## config.mk

```make
export PLATFORM = sky130hd
export DESIGN_NAME = tpba_ctrl
export DESIGN_NICKNAME = d
export VERILOG_FILES = /design/src/hw/rtl/tpba_pkg.sv /design/src/hw/rtl/tpba_ctrl.sv
export SDC_FILE = /design/constraint.sdc
export NUM_CORES = 1
export LEC_CHECK = 0
export BUFFER_PORTS_ARGS = -buffer_cell sky130_fd_sc_hd__buf_2
export CELL_PAD_IN_SITES_DETAIL_PLACEMENT = 1
export CELL_PAD_IN_SITES_GLOBAL_PLACEMENT = 2
export CORE_MARGIN = 2
export CORE_UTILIZATION = 24
export DETAILED_ROUTE_END_ITERATION = 6
export GPL_ROUTABILITY_DRIVEN = 0
export PLACE_DENSITY_LB_ADDON = 0.1
export RECOVER_POWER = 100
export SETUP_SLACK_MARGIN = 0.2
export SYNTH_ARGS = -nofsm -noshare
export SYNTH_HDL_FRONTEND = slang
export SYNTH_SLANG_ARGS = --single-unit
```

## constraint.sdc

```tcl
create_clock -name i_clk -period 3.06 [get_ports i_clk]
set_clock_uncertainty 0.2 [all_clocks]
set_input_delay 0.306 -clock i_clk [delete_from_list [all_inputs] [get_ports i_clk]]
set_output_delay 0.306 -clock i_clk [all_outputs]
set_load 0.02 [all_outputs]
```

## src/hw/rtl/tpba_pkg.sv

```systemverilog
// shared types and codes for the threshold priority batch admitter
package tpba_pkg;

    localparam int PRES_W = 16;
    localparam int TAG_W  = 16;
    localparam int MB_W   = 5;
    localparam int CFG_W  = 16;

    // configuration register indexes
    localparam logic CFG_THRESHOLD = 1'b0;
    localparam logic CFG_MAX_BATCH = 1'b1;

    typedef enum logic [1:0] {
        ST_ENQUEUED = 2'd0,
        ST_REJECTED = 2'd1,
        ST_ADMITTED = 2'd2,
        ST_NONE     = 2'd3
    } t_status;

    typedef enum logic [1:0] {
        OP_HOLD,
        OP_INSERT,
        OP_POP
    } t_op;

    // one slot of the queue
    typedef struct packed {
        logic              valid;
        logic [PRES_W-1:0] pressure;
        logic [TAG_W-1:0]  tag;
    } t_entry;

    // command broadcast to every cell
    typedef struct packed {
        t_op               op;
        logic [PRES_W-1:0] pressure;
        logic [TAG_W-1:0]  tag;
    } t_chain_op;

endpackage

```

## src/hw/rtl/tpba_ctrl.sv

```systemverilog
// command sequencer, configuration registers and result register
module tpba_ctrl #(
    parameter int MAX_BATCH_LIMIT = 16
) (
    input  logic                          i_clk,
    input  logic                          i_rst_n,
    input  logic                          i_cfg_we,
    input  logic                          i_cfg_idx,
    input  logic [tpba_pkg::CFG_W-1:0]    i_cfg_data,
    input  logic                          i_in_valid,
    output logic                          o_in_ready,
    input  logic                          i_cmd,
    input  logic [tpba_pkg::PRES_W-1:0]   i_pressure,
    input  logic [tpba_pkg::TAG_W-1:0]    i_query_tag,
    output logic                          o_out_valid,
    input  logic                          i_out_ready,
    output logic [1:0]                    o_status,
    output logic [tpba_pkg::TAG_W-1:0]    o_admitted_tag,
    output logic [tpba_pkg::PRES_W-1:0]   o_admitted_pressure,
    output logic                          o_last,
    input  tpba_pkg::t_entry              i_head,
    input  tpba_pkg::t_entry              i_second,
    input  logic                          i_full,
    output tpba_pkg::t_chain_op           o_chain_op
);
    import tpba_pkg::*;

    localparam int LIM_W = $clog2(MAX_BATCH_LIMIT + 1);
    localparam int CMP_W = (LIM_W > MB_W) ? LIM_W : MB_W;

    typedef enum logic {
        S_IDLE,
        S_ADMIT
    } t_state;

    t_state            r_state, n_state;
    logic [PRES_W-1:0] r_thr;
    logic [MB_W-1:0]   r_max_batch;
    logic [LIM_W-1:0]  r_limit, n_limit;
    logic [LIM_W-1:0]  r_cnt, n_cnt;
    logic              r_out_valid, n_out_valid;
    t_status           r_status, n_status;
    logic [TAG_W-1:0]  r_tag, n_tag;
    logic [PRES_W-1:0] r_pres, n_pres;
    logic              r_last, n_last;

    logic              can_out;
    logic              in_acc;
    logic              head_q;
    logic              second_q;
    logic [CMP_W-1:0]  mb_ext;
    logic [LIM_W-1:0]  limit_clamped;

    assign can_out    = !r_out_valid || i_out_ready;
    assign o_in_ready = (r_state == S_IDLE) && can_out;
    assign in_acc     = i_in_valid && o_in_ready;
    assign head_q     = i_head.valid && (i_head.pressure >= r_thr);
    assign second_q   = i_second.valid && (i_second.pressure >= r_thr);
    assign mb_ext     = CMP_W'(r_max_batch);

    always_comb begin
        if (r_max_batch == '0) begin
            limit_clamped = LIM_W'(1);
        end else if (mb_ext > CMP_W'(MAX_BATCH_LIMIT)) begin
            limit_clamped = LIM_W'(MAX_BATCH_LIMIT);
        end else begin
            limit_clamped = LIM_W'(mb_ext);
        end
    end

    always_comb begin
        n_state     = r_state;
        n_limit     = r_limit;
        n_cnt       = r_cnt;
        n_out_valid = r_out_valid && !i_out_ready;
        n_status    = r_status;
        n_tag       = r_tag;
        n_pres      = r_pres;
        n_last      = r_last;
        o_chain_op.op       = OP_HOLD;
        o_chain_op.pressure = i_pressure;
        o_chain_op.tag      = i_query_tag;
        case (r_state)
            S_IDLE: begin
                if (in_acc) begin
                    if (!i_cmd) begin
                        n_out_valid = 1'b1;
                        n_status    = i_full ? ST_REJECTED : ST_ENQUEUED;
                        n_tag       = '0;
                        n_pres      = '0;
                        n_last      = 1'b1;
                        if (!i_full) begin
                            o_chain_op.op = OP_INSERT;
                        end
                    end else begin
                        n_limit = limit_clamped;
                        n_cnt   = '0;
                        n_state = S_ADMIT;
                    end
                end
            end
            S_ADMIT: begin
                if (can_out) begin
                    n_out_valid = 1'b1;
                    if (head_q) begin
                        // emit head, shift the chain one slot toward the head
                        o_chain_op.op = OP_POP;
                        n_status = ST_ADMITTED;
                        n_tag    = i_head.tag;
                        n_pres   = i_head.pressure;
                        n_last   = (LIM_W'(r_cnt + 1'b1) == r_limit) || !second_q;
                        n_cnt    = LIM_W'(r_cnt + 1'b1);
                        if (n_last) begin
                            n_state = S_IDLE;
                        end
                    end else begin
                        n_status = ST_NONE;
                        n_tag    = '0;
                        n_pres   = '0;
                        n_last   = 1'b1;
                        n_state  = S_IDLE;
                    end
                end
            end
            default: begin
                n_state = S_IDLE;
            end
        endcase
    end

    always_ff @(posedge i_clk) begin
        if (!i_rst_n) begin
            r_state     <= S_IDLE;
            r_out_valid <= 1'b0;
            r_thr       <= '0;
            r_max_batch <= MB_W'(1);
        end else begin
            r_state     <= n_state;
            r_out_valid <= n_out_valid;
            r_limit     <= n_limit;
            r_cnt       <= n_cnt;
            r_status    <= n_status;
            r_tag       <= n_tag;
            r_pres      <= n_pres;
            r_last      <= n_last;
            if (i_cfg_we) begin
                case (i_cfg_idx)
                    CFG_THRESHOLD: r_thr       <= i_cfg_data[PRES_W-1:0];
                    CFG_MAX_BATCH: r_max_batch <= i_cfg_data[MB_W-1:0];
                    default:       r_thr       <= r_thr;
                endcase
            end
        end
    end

    assign o_out_valid         = r_out_valid;
    assign o_status            = r_status;
    assign o_admitted_tag      = r_tag;
    assign o_admitted_pressure = r_pres;
    assign o_last              = r_last;

    a_no_insert_when_full: assert property (@(posedge i_clk) disable iff (!i_rst_n)
        (o_chain_op.op == OP_INSERT) |-> !i_full)
        else $error("insert issued into a full chain");

    a_admitted_meets_threshold: assert property (@(posedge i_clk) disable iff (!i_rst_n)
        (r_out_valid && r_status == ST_ADMITTED) |-> (r_pres >= r_thr))
        else $error("admitted entry below threshold");

    a_batch_within_limit: assert property (@(posedge i_clk) disable iff (!i_rst_n)
        (r_state == S_ADMIT) |-> (r_cnt < r_limit))
        else $error("admit batch ran past its limit");

endmodule

```

; ---- Yosys cells after proc, flatten, opt, wreduce, memory -nomap -nowiden
; Cells that the tools add are included.
[totals]
input_bits = 122
output_inout_bits = 71
register_bits = 68
word_cells = 81
[op_classes]
reduce_logical = 17
addsub = 1
n_eq_ne = 6
order_cmp = 3
mux = 41
n_bitwise = 2
[op_table]
columns = cell, count
row1 = $mux W16, 6
row2 = $pmux W16 S2, 2
row3 = $ge A16 B16 Y1, 2
row4 = $mux W5, 5
row5 = $mux W1, 17
row6 = $mux W2, 5
row7 = $pmux W5 S2, 1
row8 = $pmux W2 S2, 2
row9 = $reduce_and A4 Y1, 2
row10 = $ne A2 B2 Y1 const B, 3
row11 = $pmux W1 S2, 3
row12 = $add A5 B1 Y5 const B, 1
row13 = $eq A5 B5 Y1, 1
row14 = $gt A5 B5 Y1 const B, 1
row15 = $logic_and A1 B1 Y1, 5
row16 = $logic_not A5 Y1, 1
row17 = $reduce_and A5 Y1, 1
row18 = $ne A2 B1 Y1 const B, 2
row19 = $reduce_and A2 Y1, 2
row20 = $logic_not A1 Y1, 3
row21 = $logic_or A1 B1 Y1, 2
row22 = $not A1 Y1, 2
row23 = $reduce_or A2 Y1, 1

; ---- Longest topological paths before layout
[logic_depth]
word_depth = 8
ltp_mapped = 9
mapped_depth_nobuf = 8

; ---- Worst setup path after synthesis
; No wires, ideal clock.
[synth_timing]
kind = register to register
startpoint = reg r_out_valid (netlist: o_out_valid)
endpoint = reg r_pres[0] (netlist: o_admitted_pressure[0]), enable pin
setup_ps = 439
path_slack_ps = -39
synth_period_minus_slack_ps = 3099
stages_incl_launch_ff = 4
t_arrival_ps = 2460
path_cell_list = dfxtp_1 nor2b_1 nand2b_1 a21oi_1
[synth_via]
elab_chain_len = 6
word_cells_on_any_way = 7
classes_between = eq/ne (2) / reduce/logical (5)
[synth_lines]
columns = item, line_no
row1 = from (decl), tpba_ctrl.sv:41  ; logic r_out_valid, n_out_valid;
row2 = from (signal assigned), tpba_ctrl.sv:139  ; r_out_valid <= n_out_valid;
row3 = $logic_not A1 Y1 (*), tpba_ctrl.sv:54  ; assign can_out = !r_out_valid || i_out_ready;
row4 = $logic_or A1 B1 Y1 (*), tpba_ctrl.sv:54
row5 = $logic_and A1 B1 Y1, tpba_ctrl.sv:55  ; assign o_in_ready = (r_state == S_IDLE) && can_out;
row6 = $logic_and A1 B1 Y1, tpba_ctrl.sv:56  ; assign in_acc = i_in_valid && o_in_ready;
row7 = $ne A2 B2 Y1 (no source line), -
row8 = $reduce_and A4 Y1 (no source line) (*), -
row9 = to (signal assigned), tpba_ctrl.sv:144  ; r_pres <= n_pres;
row10 = to (decl), tpba_ctrl.sv:44  ; logic [PRES_W-1:0] r_pres, n_pres;
; Every way passes the cells marked *; elsewhere a longest branch is shown, timed or not.
; A chain may end at the register's enable or synchronous reset.

==> key figures <==
Critical path
  – Crit-path max FO: 2
  – Req. time, crit path: ~2600 ps
  – Critical path class: reg -> out
  – CP Launch Type: flop
  – Worst Path Arrival: 2360 ps
  – Critical path capture point type: primary output

Logic synthesis
  – Number of synthesized register bits: 68
  – Top_reg_cell synth: edfxtp_1
  – Cells after synthesis: 352
  – Most frequent cells after synthesis: nand2_1, edfxtp_1, and2_1
  – Count of cell types in the netlist: 38
  – Synth area leader: edfxtp_1
  – Mean Syn Cell Area: about 11 µm²
  – Synth Area in Adders: 11.8%
  – Syn Nets: between 500 and 600
  – Most numerous cell in the Yosys netlist: nand2_1
  – Largest family of logic cells by synthesized area: simple AND/OR/NAND/NOR gates
  – Synth warn: 0
  – Syn Std Cell Area: approximately 0.0037 mm²
  – Yosys top cell area share: 36.4%
  – Post-synthesis mux area share: 0%
  – Main area contributors after synthesis: edfxtp_1, dfxtp_1, ha_1
  – Fraction of the mapped netlist area in compound gates: approximately 9.9%
  – Number of synthesized flops with an enable pin: 45
  – Ys async rst share: 0%
  – Simple-gate share of the synthesized area: between 10% and 20%
  – Post-synthesis sequential area ratio: between 40% and 50%
  – XOR/XNOR Fraction of Synth Area: between 1.5 and 2%

CTS
  – Clock buffer depth: 2
  – Worst-path clk slew: 60 ps
  – CTS tree: built
  – Sink Count: 68
  – Cts bufs inserted: 9
  – Worst skew pair latency: 340 ps
  – Root Buffer: clkbuf_16
  – CTS H-tree depth: 3

Floorplanning
  – Ports: slightly below 200
  – Die area: around 0.016 mm²
  – Core footprint: about 0.015 mm²
  – FP Rows: 45
  – Die X: roughly 130 µm
  – Initial cell density of the core: between 20% and 30%
  – Die height: 128 µm

Pwr
  – Power Internal: 1.76 mW
  – Max VDD drop: between 0.0002 and 0.00025 V
  – Gate power share: 12.5%
  – Clk pwr share: around 43%
  – Reg power frac: between 40% and 50%
  – Psw: roughly 0.58 mW
  – PD cells: 503 mW/mm²
  – Leakage power: ~1.8 nW
  – Switch share: between 20% and 30%
  – Pwr Total: 2.34 mW

Global route
  – Congestion Overflow GR: 0
  – Initial antenna violation count: 0
  – Vias in the first global route: approximately 2800
  – First-pass GRT wire length: roughly 15000 µm
  – Tot GR Track Use: 11.7%
  – Largest net degree at the start of global routing: 34

Place
  – PortBufs: ~110
  – Hpwl dp: 7310 µm
  – Placed Instances: 615

Final layout
  – Final Net Count: 603
  – Share of layout cells above drive strength 1: 24.8%
  – Ant diodes: 0
  – Seq. cell area: 0.00182 mm²
  – Multi-input logic area: around 0.0016 mm²
  – Finished Layout Cells: about 640
  – Filler cells: between 1500 and 2000
  – Syn-to-layout area delta: 25.2%

Drt
  – DRT Pass-1 Iters: 4
  – Post-route ant nets: 0
  – Drc violations: 0
  – Via count: between 2000 and 3000
  – Final wirelength: 9480 µm
  – Vias per cell: 4.20
  – 1st-iter DRT viols: 64
  – Avg WL per Cell: approximately 15 µm

STA
  – Setup TNS: 0 ps
  – Period utilization: ~94%
  – Final setup violation count: 0
  – Headroom to the max-slew limit: 32.3%
  – Slew of the pin with the lowest slew margin: 1020 ps
  – Final hold violation count: 0
  – Max-slew violations: 0
  – Fmax: between 0.3 and 0.4 GHz
  – Minimum clock period: around 2900 ps
  – RSZ-0062 raised after global routing: true

Flow run
  – Max-cap viol count: 0

Min path
  – Worst hold path type: in -> reg

Status
  – Status: finished, final reports clean
[cell families after synthesis]
kind of cell	count (synthesis)
AO/OA/AOI/OAI	53
XOR/XNOR	7
adder cells (fa/ha/maj)	35
buffers and inverters	63
flip-flops	68
AND/OR/NAND/NOR	126
[stage by stage]
| step | setup WS, ps | utilization, % | hold WS (ps) | area, µm² |
|---|---|---|---|---|
| final | 192 | 30.7 | 28.1 | 4650 |
| after detailed placement | 191 | 28.1 | 246 | 4260 |
| after global routing | 74.9 | 30.7 | 31.8 | 4650 |
| after floorplan | 366 | - | 206 | 3720 |
| after global placement | 199 | 28.1 | 244 | 4260 |
| after CTS | 202 | 31.0 | 6.68 | 4700 |
[cell usage in the layout, fill, tap and decap left out, types with 2 or more instances in the layout]
master and n:
inv_1 15, nand2_1 48, nor2_1 10, nand3_1 11, clkbuf_16 9, ha_4 6, a21boi_0 21, clkbuf_1 45
dfxtp_1 17, clkinv_2 2, buf_2 71, nand2b_1 5, xnor2_1 3, a2111oi_0 2, a21oi_1 15, dlygate4sd3_1 6
inv_2 6, buf_4 2, o21ai_0 5, and4_1 2, and2_1 25, nor2b_1 3, or4_1 2, and2_0 11
edfxtp_1 45, buf_6 2, o21a_1 2, dfxtp_2 6, ha_1 29, clkinv_1 2, xor2_1 4
[power groups by stage]
stage	Sequential, mW	Clock [mW]	Combinational (mW)
after global routing	1.04	1.08	0.335
after floorplan	1.07	0	0.199
after global placement	1.05	0	0.281
after CTS	1.03	1.06	0.303
final	1.03	1.01	0.291
after detailed placement	1.05	0	0.285
[metal layers]
layer | wire [µm] | vias up | GRT usage [%]
met3 | 574 | 15 | 2.87
met1 | 4730 | 1210 | 15.6
li1 | - | 1369 | -
met5 | 0 | - | 0
met2 | 3970 | 90 | 17.5
met4 | 204 | 0 | 6.46
[worst paths after layout]
kind / start / endpoint / slack (ps) / cells after the start
max: r_thr[13] / o_chain_op[33] / 190 / 8
min: i_cfg_data[5] / r_thr[5] / 30 / 3
max reg2reg: r_thr[13] / o_last / 270 / 9
min reg2reg: r_thr[10] / r_thr[10] / 270 / 2
[cell type report]
class,instances,area share [%]
multi-input combinational,221,34.7
clock buffer,10,4.92
inverter,21,1.69
sequential,68,39.1
tap,188,5.06
timing repair buffer,125,13.3
clock inverter,6,1.18
[timing repair]
| action | in CTS | in global routing |
|---|---|---|
| endpoints found under the hold margin | 6 | 0 |
| setup endpoints to repair | 1 | 8 |
| resized for setup | 18 | 9 |
| pin swaps | 2 | 2 |
| setup buffers | 1 | 1 |
| hold buffers | 6 | 0 |
[state kept, by name (all words and copies together), names as in the netlist]
register / cells
r_limit: 5
o_status: 2
o_out_valid: 1
r_cnt: 5
mb_ext: 5
o_admitted_tag: 16
o_last: 1
r_state: 1
o_admitted_pressure: 16
r_thr: 16
[critical path, cell delays in order (launching register included)]
cell and delay, ps:
dfxtp_2 330, inv_2 50, ha_4 270, nand4_4 120, nor3_4 200, or4b_1 510
a31oi_4 210, nor2b_1 190, buf_6 140
(Power assumes the default switching activity.)
